File: src/sv/bqdf2_pkg.sv
// Shared constants, control word type and microcode program of the biquad.
package bqdf2_pkg;

    localparam int SAMPLE_BITS_DFLT = 24;
    localparam int STATE_BITS_DFLT  = 32;
    localparam int COEF_BITS        = 24;
    localparam int COEF_FRAC        = 21;
    localparam int CFG_IDX_BITS     = 3;
    localparam int STEP_BITS        = 3;

    // Configuration register indexes
    localparam logic [CFG_IDX_BITS-1:0] REG_FB_COEF_1 = 3'd0;
    localparam logic [CFG_IDX_BITS-1:0] REG_FB_COEF_2 = 3'd1;
    localparam logic [CFG_IDX_BITS-1:0] REG_FF_COEF_0 = 3'd2;
    localparam logic [CFG_IDX_BITS-1:0] REG_FF_COEF_1 = 3'd3;
    localparam logic [CFG_IDX_BITS-1:0] REG_FF_COEF_2 = 3'd4;

    // Request types
    localparam logic REQ_SAMPLE = 1'b0;
    localparam logic REQ_LOAD   = 1'b1;

    // Coefficient operand select
    localparam logic [2:0] CSEL_FB1 = 3'd0;
    localparam logic [2:0] CSEL_FB2 = 3'd1;
    localparam logic [2:0] CSEL_FF0 = 3'd2;
    localparam logic [2:0] CSEL_FF1 = 3'd3;
    localparam logic [2:0] CSEL_FF2 = 3'd4;

    // State operand select
    localparam logic [1:0] SSEL_D1 = 2'd0;
    localparam logic [1:0] SSEL_D2 = 2'd1;
    localparam logic [1:0] SSEL_W  = 2'd2;

    // Accumulator operation
    localparam logic [1:0] ACC_HOLD = 2'd0;
    localparam logic [1:0] ACC_ADD  = 2'd1;
    localparam logic [1:0] ACC_CLR  = 2'd2;

    // Sequencing: advance, or finish when the output register is free and
    // otherwise jump to the target
    localparam logic JMP_SEQ      = 1'b0;
    localparam logic JMP_OUT_WAIT = 1'b1;

    typedef struct packed {
        logic [2:0]           coef_sel;
        logic [1:0]           st_sel;
        logic [1:0]           acc_op;
        logic                 w_wr;
        logic                 jmp_cond;
        logic [STEP_BITS-1:0] jmp_target;
    } ctrl_t;

    // Microcode program: one control word per step
    function automatic ctrl_t bqdf2_rom(input logic [STEP_BITS-1:0] step);
        ctrl_t cw;
        cw = '{coef_sel: CSEL_FB1, st_sel: SSEL_D1, acc_op: ACC_HOLD,
               w_wr: 1'b0, jmp_cond: JMP_SEQ, jmp_target: '0};
        unique case (step)
            3'd0:
            begin
                cw.coef_sel = CSEL_FB1;
                cw.st_sel   = SSEL_D1;
            end
            3'd1:
            begin
                cw.coef_sel = CSEL_FB2;
                cw.st_sel   = SSEL_D2;
                cw.acc_op   = ACC_ADD;
            end
            3'd2:
            begin
                cw.acc_op   = ACC_ADD;
            end
            3'd3:
            begin
                cw.coef_sel = CSEL_FF1;
                cw.st_sel   = SSEL_D1;
                cw.acc_op   = ACC_CLR;
                cw.w_wr     = 1'b1;
            end
            3'd4:
            begin
                cw.coef_sel = CSEL_FF2;
                cw.st_sel   = SSEL_D2;
                cw.acc_op   = ACC_ADD;
            end
            3'd5:
            begin
                cw.coef_sel = CSEL_FF0;
                cw.st_sel   = SSEL_W;
                cw.acc_op   = ACC_ADD;
            end
            3'd6:
            begin
                cw.acc_op   = ACC_ADD;
            end
            3'd7:
            begin
                cw.jmp_cond   = JMP_OUT_WAIT;
                cw.jmp_target = 3'd7;
            end
            default:
            begin
                cw.jmp_cond   = JMP_OUT_WAIT;
                cw.jmp_target = 3'd7;
            end
        endcase
        return cw;
    endfunction

endpackage

File: src/sv/biquad_direct_form_two.sv
// Samples: the eight microcode steps of a sample share one multiplier and one
// accumulator; the result is registered at the last step, which repeats while the
// output register is stalled, and no request is taken until then. Loads are taken
// one per cycle while the sequencer is idle and write both delay words on acceptance.
// Reset: coefficients and both delay words clear to zero, sequencer idle, no result held.
module biquad_direct_form_two
    import bqdf2_pkg::*;
#(
    parameter int SAMPLE_BITS = SAMPLE_BITS_DFLT,
    parameter int STATE_BITS  = STATE_BITS_DFLT
)
(
    input  logic                          clk,
    input  logic                          rst_n,
    input  logic                          cfg_wr_en,
    input  logic [CFG_IDX_BITS-1:0]       cfg_index,
    input  logic [COEF_BITS-1:0]          cfg_data,
    input  logic                          in_valid,
    output logic                          in_ready,
    input  logic                          req_type,
    input  logic signed [SAMPLE_BITS-1:0] sample_in,
    input  logic signed [STATE_BITS-1:0]  load_first,
    input  logic signed [STATE_BITS-1:0]  load_second,
    output logic                          out_valid,
    input  logic                          out_ready,
    output logic signed [SAMPLE_BITS-1:0] sample_out
);

    localparam int PROD_W  = COEF_BITS + STATE_BITS;
    localparam int ACC_A   = PROD_W + 2;
    localparam int ACC_B   = SAMPLE_BITS + COEF_FRAC + 2;
    localparam int ACC_W   = (ACC_A > ACC_B) ? ACC_A : ACC_B;
    localparam int RND_W   = ACC_W - COEF_FRAC;

    logic signed [COEF_BITS-1:0]   fb1_reg, fb2_reg, ff0_reg, ff1_reg, ff2_reg;
    logic signed [STATE_BITS-1:0]  d1_reg, d2_reg, w_reg;
    logic signed [ACC_W-1:0]       acc_reg, acc_next;
    logic signed [PROD_W-1:0]      prod_reg;
    logic                          busy_reg, busy_next;
    logic [STEP_BITS-1:0]          step_reg, step_next;
    logic                          out_valid_reg;
    logic signed [SAMPLE_BITS-1:0] out_data_reg;

    ctrl_t                         ctrl;
    logic signed [COEF_BITS-1:0]   coef_op;
    logic signed [STATE_BITS-1:0]  st_op;
    logic signed [PROD_W-1:0]      prod;
    logic [ACC_W-1:0]              rnd_sum;
    logic [RND_W-1:0]              rnd;
    logic                          w_fits, y_fits;
    logic signed [STATE_BITS-1:0]  w_val;
    logic signed [SAMPLE_BITS-1:0] y_val;
    logic                          in_take, sample_take, load_take;
    logic                          out_stall, fire_out;

    assign in_ready    = !busy_reg;
    assign in_take     = in_valid && in_ready;
    assign sample_take = in_take && (req_type == REQ_SAMPLE);
    assign load_take   = in_take && (req_type == REQ_LOAD);
    assign out_valid   = out_valid_reg;
    assign sample_out  = out_data_reg;
    assign out_stall   = out_valid_reg && !out_ready;

    // Fetch the control word of the current step
    assign ctrl = bqdf2_rom(step_reg);

    // Select multiplier operands
    always_comb
    begin
        case (ctrl.coef_sel)
            CSEL_FB1: coef_op = fb1_reg;
            CSEL_FB2: coef_op = fb2_reg;
            CSEL_FF0: coef_op = ff0_reg;
            CSEL_FF1: coef_op = ff1_reg;
            CSEL_FF2: coef_op = ff2_reg;
            default:  coef_op = fb1_reg;
        endcase
        case (ctrl.st_sel)
            SSEL_D1: st_op = d1_reg;
            SSEL_D2: st_op = d2_reg;
            SSEL_W:  st_op = w_reg;
            default: st_op = d1_reg;
        endcase
    end

    assign prod = coef_op * st_op;

    // Round half up, dropping 21 fraction bits, then flush or saturate
    assign rnd_sum = acc_reg + {{(ACC_W-COEF_FRAC){1'b0}}, 1'b1, {(COEF_FRAC-1){1'b0}}};
    assign rnd     = rnd_sum[ACC_W-1:COEF_FRAC];
    assign w_fits  = (&rnd[RND_W-1:STATE_BITS-1]) || !(|rnd[RND_W-1:STATE_BITS-1]);
    assign y_fits  = (&rnd[RND_W-1:SAMPLE_BITS-1]) || !(|rnd[RND_W-1:SAMPLE_BITS-1]);
    assign w_val   = w_fits ? rnd[STATE_BITS-1:0] : '0;

    always_comb
    begin
        if (y_fits)
        begin
            y_val = rnd[SAMPLE_BITS-1:0];
        end
        else if (rnd[RND_W-1])
        begin
            y_val = {1'b1, {(SAMPLE_BITS-1){1'b0}}};
        end
        else
        begin
            y_val = {1'b0, {(SAMPLE_BITS-1){1'b1}}};
        end
    end

    // Sequencer: start on a sample, advance, finish or hold on a busy output
    always_comb
    begin
        busy_next = busy_reg;
        step_next = step_reg;
        fire_out  = 1'b0;
        if (sample_take)
        begin
            busy_next = 1'b1;
            step_next = '0;
        end
        else if (busy_reg)
        begin
            unique case (ctrl.jmp_cond)
                JMP_SEQ:
                begin
                    step_next = step_reg + 1'b1;
                end
                JMP_OUT_WAIT:
                begin
                    if (out_stall)
                    begin
                        step_next = ctrl.jmp_target;
                    end
                    else
                    begin
                        fire_out  = 1'b1;
                        busy_next = 1'b0;
                    end
                end
            endcase
        end
    end

    // Accumulator: load the scaled sample, then add or clear per control word
    always_comb
    begin
        acc_next = acc_reg;
        if (sample_take)
        begin
            acc_next = {{(ACC_W-SAMPLE_BITS-COEF_FRAC){sample_in[SAMPLE_BITS-1]}},
                        sample_in, {COEF_FRAC{1'b0}}};
        end
        else if (busy_reg)
        begin
            case (ctrl.acc_op)
                ACC_ADD: acc_next = acc_reg
                                    + {{(ACC_W-PROD_W){prod_reg[PROD_W-1]}}, prod_reg};
                ACC_CLR: acc_next = '0;
                default: acc_next = acc_reg;
            endcase
        end
    end

    // Control state
    always_ff @(posedge clk or negedge rst_n)
    begin
        if (!rst_n)
        begin
            busy_reg      <= 1'b0;
            step_reg      <= '0;
            out_valid_reg <= 1'b0;
        end
        else
        begin
            busy_reg <= busy_next;
            step_reg <= step_next;
            if (fire_out)
            begin
                out_valid_reg <= 1'b1;
            end
            else if (out_ready)
            begin
                out_valid_reg <= 1'b0;
            end
        end
    end

    // Coefficient registers; drop writes to unused indexes
    always_ff @(posedge clk or negedge rst_n)
    begin
        if (!rst_n)
        begin
            fb1_reg <= '0;
            fb2_reg <= '0;
            ff0_reg <= '0;
            ff1_reg <= '0;
            ff2_reg <= '0;
        end
        else if (cfg_wr_en)
        begin
            unique case (cfg_index)
                REG_FB_COEF_1: fb1_reg <= cfg_data;
                REG_FB_COEF_2: fb2_reg <= cfg_data;
                REG_FF_COEF_0: ff0_reg <= cfg_data;
                REG_FF_COEF_1: ff1_reg <= cfg_data;
                REG_FF_COEF_2: ff2_reg <= cfg_data;
                default:       ;
            endcase
        end
    end

    // Delay line: load on a load transaction, shift when a result leaves
    always_ff @(posedge clk or negedge rst_n)
    begin
        if (!rst_n)
        begin
            d1_reg <= '0;
            d2_reg <= '0;
        end
        else if (load_take)
        begin
            d1_reg <= load_first;
            d2_reg <= load_second;
        end
        else if (fire_out)
        begin
            d1_reg <= w_reg;
            d2_reg <= d1_reg;
        end
    end

    // Datapath registers
    always_ff @(posedge clk)
    begin
        prod_reg <= prod;
        acc_reg  <= acc_next;
        if (busy_reg && ctrl.w_wr)
        begin
            w_reg <= w_val;
        end
        if (fire_out)
        begin
            out_data_reg <= y_val;
        end
    end

endmodule

File: config.mk
export PLATFORM = sky130hd
export DESIGN_NAME = biquad_direct_form_two
export DESIGN_NICKNAME = d
export VERILOG_FILES = /design/src/sv/bqdf2_pkg.sv /design/src/sv/biquad_direct_form_two.sv
export SDC_FILE = /design/constraint.sdc
export NUM_CORES = 2
export LEC_CHECK = 0
export BUFFER_PORTS_ARGS = -buffer_cell sky130_fd_sc_hd__buf_2
export CORE_MARGIN = 3
export CORE_UTILIZATION = 25
export DETAILED_ROUTE_END_ITERATION = 8
export PLACE_DENSITY = 0.4
export SLEW_MARGIN = 20
export SYNTH_ARGS = -nofsm -noshare
export SYNTH_HDL_FRONTEND = slang
export SYNTH_SLANG_ARGS = --single-unit
File: constraint.sdc
create_clock -name clk -period 18.8 [get_ports clk]
set_clock_uncertainty 0.2 [all_clocks]
set_input_delay 0.94 -clock clk [delete_from_list [all_inputs] [get_ports clk]]
set_output_delay 0.94 -clock clk [all_outputs]
set_load 0.005 [all_outputs]
# [After elaboration in Yosys (flattened, before gate mapping)]
# Index checks and enable logic that the tools add are counted.
[word_totals] reg_bits=359 input_bits=121 output_inout_bits=26 elab_cells=100
[classes] n_addsub=3 n_mul=1 n_eq_ne=20 muxes=29 n_bitwise=2 reduce_logical=30
[ops] op="32-bit 2-to-1 mux" n=4
[ops] op="58-bit 2-to-1 mux" n=2
[ops] op="58-bit one-hot mux with 2 select lines" n=1
[ops] op="24-bit one-hot mux with 4 select lines" n=1
[ops] op="32-bit one-hot mux with 2 select lines" n=1
[ops] op="58-bit by 21-bit adder with 58-bit output (second input constant)" n=1
[ops] op="58-bit adder" n=1
[ops] op="24-bit by 32-bit multiplier with 56-bit output" n=1
[ops] op="24-bit 2-to-1 mux" n=2
[ops] op="5-bit one-hot mux with 4 select lines" n=1
[ops] op="3-bit by 2-bit == test with 1-bit output (second input constant)" n=6
[ops] op="3-bit == test (second input constant)" n=6
[ops] op="2-bit AND reduction" n=8
[ops] op="14-bit AND reduction" n=1
[ops] op="14-bit OR reduction" n=1
[ops] op="1-bit 2-to-1 mux" n=11
[ops] op="3-bit by 1-bit == test with 1-bit output (second input constant)" n=3
[ops] op="3-bit 2-to-1 mux" n=3
[ops] op="2-bit nonzero test" n=4
[ops] op="3-bit one-hot mux with 2 select lines" n=1
[ops] op="6-bit AND reduction" n=1
[ops] op="6-bit OR reduction" n=1
[ops] op="1-bit logical AND" n=5
[ops] op="5-bit OR reduction" n=1
[ops] op="11 further kinds" n=18

# [Depth between registers and ports, before layout]
[depth] ltp_word=8 mapped_depth=37

# [Worst setup path after synthesis]
# Ideal clock, no wire load.
[synth_timing] kind="flip-flop to flip-flop" from="register step_reg[1]" to="register prod_reg[49]" t_arrival_ns=8.277 t_required_ns=18.480 path_slack_ns=10.204 path_stages_with_launch=35 path_buffers=3 synth_period_minus_slack_ns=8.596 cell_sequence="dfrtp_1 > inv_1 > ha_1 > inv_1 > nor4_1 > clkbuf_1 > a22oi_1 > nand3_1 > o21a_1 > buf_2 > buf_1 > nand2_1 > fa_1 > inv_1 > fa_1 > inv_1 > fa_1 > inv_1 > fa_1 > fa_1 > fa_1 > inv_1 > fa_1 > inv_1 > ha_1 > a21o_1 > a311oi_1 > nand2_1 > a221oi_1 > o21a_1 > nand2_1 > a41o_1 > a211oi_2 > o21ai_0 > xnor2_1"
[synth_via] elab_chain_len=5 word_cells_on_any_way=14
[synth_rtl] element="start: declaration" line="biquad_direct_form_two.sv:40" source="logic [STEP_BITS-1:0] step_reg, step_next;"
[synth_rtl] element="start signal: assignment" line="biquad_direct_form_two.sv:177" source="step_reg <= step_next;"
[synth_rtl] element="3-bit == test, or another cell as far along" line="bqdf2_pkg.sv:58" source="unique case (step)"
[synth_rtl] element="5-bit one-hot mux with 4 select lines *" line="bqdf2_pkg.sv:58"
[synth_rtl] element="3-bit == test, or another cell as far along" line="biquad_direct_form_two.sv:70" source="case (ctrl.coef_sel)"
[synth_rtl] element="24-bit one-hot mux with 4 select lines / 32-bit one-hot mux with 2 select lines (equally long branches)" line="biquad_direct_form_two.sv:70, biquad_direct_form_two.sv:78"
[synth_rtl] element="24-bit by 32-bit multiplier with 56-bit output *" line="biquad_direct_form_two.sv:86" source="assign prod = coef_op * st_op;"
[synth_rtl] element="net prod[49]" line="biquad_direct_form_two.sv:47" source="logic signed [PROD_W-1:0] prod;"
[synth_rtl] element="end signal: assignment" line="biquad_direct_form_two.sv:236" source="prod_reg <= prod;"
[synth_rtl] element="end: declaration" line="biquad_direct_form_two.sv:38" source="logic signed [PROD_W-1:0] prod_reg;"
# The timed path passes the listed nets; every way through them passes the cells marked *.
# A chain may end at the register's enable or synchronous reset.

# [Worst setup path in the final report]
[layout_timing] from="register step_reg[1]" to="register prod_reg[55]"
# The elaborated chain is that of the path after synthesis.

==> flow_summary.json <==
{
  "drc_errors": 0,
  "vias_per_cell": 4.66,
  "drtIter0Drc": 1902,
  "grt_pass1_wl_um": 243000,
  "max_cap_violations": 0,
  "dominantRegCellSynth": "dfrtp_1",
  "ant_nets": 0,
  "place_ws_ns": 8.41,
  "period_minus_slack_ns": 10.35,
  "grt_pass1_vias": 35966,
  "rr_worst_depth": 33,
  "cts_max_level": 2,
  "synth_area_sq_mm": 0.0446,
  "syn_nets": 5842,
  "ys_async_sr_fraction_pct": 52.6,
  "slew_headroom_pct": 22.8,
  "end_kind": "flop",
  "drv_slew": 0,
  "ys.warnings.count": 0,
  "die_w_um": 428,
  "std_cell_rows": 154,
  "start_util_pct": 25.2,
  "synth_edf_count": 93,
  "rrSetupSlack_ns": 8.45,
  "worst_pin_slew_ns": 1.16,
  "fp.dieH_um": 428,
  "critPathLaunchType": "flop",
  "grtUsageTotal_pct": 17.5,
  "crit_buf_inv": 9,
  "r2r-start": "step_reg[1]",
  "grt_max_degree": 77,
  "cts_resized": 0,
  "synth.distinct_cells": 87,
  "core_sq_mm": 0.177,
  "hpwl_um": 127000,
  "num_vias": 33275,
  "cts_tree": "yes",
  "synth.avg_cell_area_sq_um": 9.44,
  "numClockSinks": 359,
  "rsz0062_at_grt": "false",
  "cp.required_ns": 19.10,
  "area_growth_syn_to_layout_pct": 11.8,
  "clockBufferDepth": 3,
  "grt_antenna_before_repair": 1,
  "fin_crit_sh_pct": 55.1,
  "crit_family": "adder cells",
  "cp_slowest_cell": "a221o_1",
  "cts_hold_buf": 0,
  "gp_congestion": 0.904,
  "cp.arrival_ns": 10.65,
  "status": "finished, final reports clean",
  "firstDrtPassIters": 6,
  "clk_pin_slew_ns": 0.06,
  "cp_slowest_stage_delay_ns": 0.82,
  "root_buffer": "clkbuf_16",
  "fin_setup_tns_ns": 0,
  "routed_wl_um": 159000,
  "crit_type": "reg -> reg",
  "synthCells": 4723,
  "cts_setup_buffers": 0,
  "largest_reg_flops": 58,
  "reg2reg_to": "prod_reg[55]",
  "numCtsBuffers": 45,
  "final_nets": 5889,
  "routedWlPerCell_um": 22.3,
  "worst_slack_ns": 8.45,
  "dp.cells": 7062,
  "critPathMaxFanout": 64,
  "dieArea_sq_mm": 0.184,
  "setup-violations-final": 0,
  "fin_cells": 7147,
  "ys_ff_latch": 359,
  "post_route_cells_drive_above_1_share_pct": 10.9,
  "hold_viol_final": 0,
  "fmax_ghz": 0.0966,
  "hp-class": "in -> async",
  "clk_latency_ns": 0.63,
  "grt-ovfl-total": 0,
  "port-buffer-count": 146,
  "final_core_util_pct": 28.2,
  "ios": 147,
  "yosysSeqAreaShare_pct": 20.3
}
area by class of cell:
type | instances | area [sq um]
clock buffer | 53 | 1220
tap | 2340 | 2930
fill | 18854 | 127000
timing repair buffer | 234 | 1420
antenna | 1 | 2.50
sequential | 359 | 9060
multi-input combinational | 3333 | 31900
inverter | 797 | 2990
clock inverter | 30 | 313
per-stage QoR:
step | hold WS (ns) | cell area, sq um
2_1_floorplan | 0.246 | 44600
3_3_place_gp | 0.257 | 48300
3_5_place_dp | 0.266 | 48300
4_1_cts | 0.132 | 49800
5_1_grt | 0.181 | 49900
6_report | 0.149 | 49900
worst max path at each step:
stage / start / to / depth (start not counted) / slack, ns
2_1_floorplan: step_reg[1] / prod_reg[49] / 34 / 10.20
3_3_place_gp: step_reg[0] / prod_reg[49] / 31 / 8.51
4_1_cts: step_reg[0] / prod_reg[55] / 31 / 8.29
6_report: step_reg[1] / prod_reg[55] / 33 / 8.45
5_1_grt: step_reg[1] / prod_reg[55] / 33 / 7.90
3_5_place_dp: step_reg[0] / prod_reg[55] / 31 / 8.41
layout by cell type, fill, tap and decap left out, types with 11 or more instances in the layout:
cell / n
a221oi_1: 17
nand4_1: 23
o31ai_1: 12
nand3_1: 64
o21bai_1: 15
nor2_1: 493
nor2b_1: 16
edfxtp_1: 93
a21oi_1: 137
o21ai_0: 94
a21oi_2: 13
a22oi_1: 125
a221o_1: 32
buf_4: 86
a211oi_1: 12
nand2_1: 599
and3_1: 31
fa_1: 784
clkbuf_16: 45
a21o_1: 64
mux2_2: 120
xor2_1: 65
inv_1: 797
buf_2: 145
and2_1: 58
dfrtp_1: 189
nand2b_1: 35
xnor2_1: 74
clkinv_2: 11
dfxtp_1: 77
o211ai_1: 11
nor3_1: 16
a221oi_2: 15
o21ai_2: 12
o21a_1: 31
ha_1: 214
synth_stat cells, types with 8 or more instances:
| library cell | instances | share of area, % |
|---|---|---|
| inv_1 | 797 | 6.7 |
| fa_1 | 784 | 35 |
| nand2_1 | 599 | 5.0 |
| nor2_1 | 499 | 4.2 |
| ha_1 | 214 | 6.0 |
| clkbuf_1 | 213 | 1.8 |
| dfrtp_1 | 189 | 11 |
| a21oi_1 | 138 | 1.5 |
| a22oi_1 | 125 | 2.1 |
| mux2_2 | 120 | 3.0 |
| o21ai_0 | 100 | 1.1 |
| edfxtp_1 | 93 | 6.3 |
| dfxtp_1 | 77 | 3.5 |
| xnor2_1 | 74 | 1.5 |
| nand3_1 | 65 | 0.73 |
| xor2_1 | 65 | 1.3 |
| a21o_1 | 64 | 1.1 |
| and2_1 | 58 | 0.81 |
| nand2b_1 | 36 | 0.50 |
| a221o_1 | 32 | 0.72 |
| and3_1 | 32 | 0.45 |
| o21a_1 | 31 | 0.52 |
| a221oi_1 | 28 | 0.55 |
| nand4_1 | 23 | 0.32 |
| o21ai_1 | 19 | 0.21 |
| nor3_1 | 18 | 0.20 |
| nor2b_1 | 16 | 0.22 |
| a31oi_1 | 15 | 0.21 |
| o21bai_1 | 15 | 0.25 |
| a211oi_1 | 12 | 0.20 |
| a21oi_2 | 12 | 0.24 |
| o31ai_1 | 12 | 0.20 |
| o211ai_1 | 11 | 0.19 |
| buf_2 | 8 | 0.090 |
| or2_2 | 8 | 0.11 |
layer usage:
metal | up-vias | share of wire (%) | track usage (%)
li1 | 15056 | - | -
met1 | 17368 | 47 | 24.6
met2 | 702 | 47 | 28.6
met3 | 149 | 3.9 | 1.97
met4 | 0 | 2.6 | 4.52
met5 | - | 0 | 0
cell families (layout without fill, tap and decap cells):
kind of cell / Yosys count / count (layout) / share of synthesized area (%)
xor+xnor: 139 / 139 / 2.73
simple gates: 1399 / 1399 / 13.4
mux: 127 / 127 / 3.20
compound gates: 670 / 670 / 10.4
flops: 359 / 359 / 20.3
fa+ha+maj: 998 / 998 / 41.2
other cells: 0 / 1 / 0
buf+inv: 1031 / 1114 / 8.80
Power is left out: the tool's default activity adds up to more than one toggle a clock period on the data nets, which glitch-free logic cannot reach.
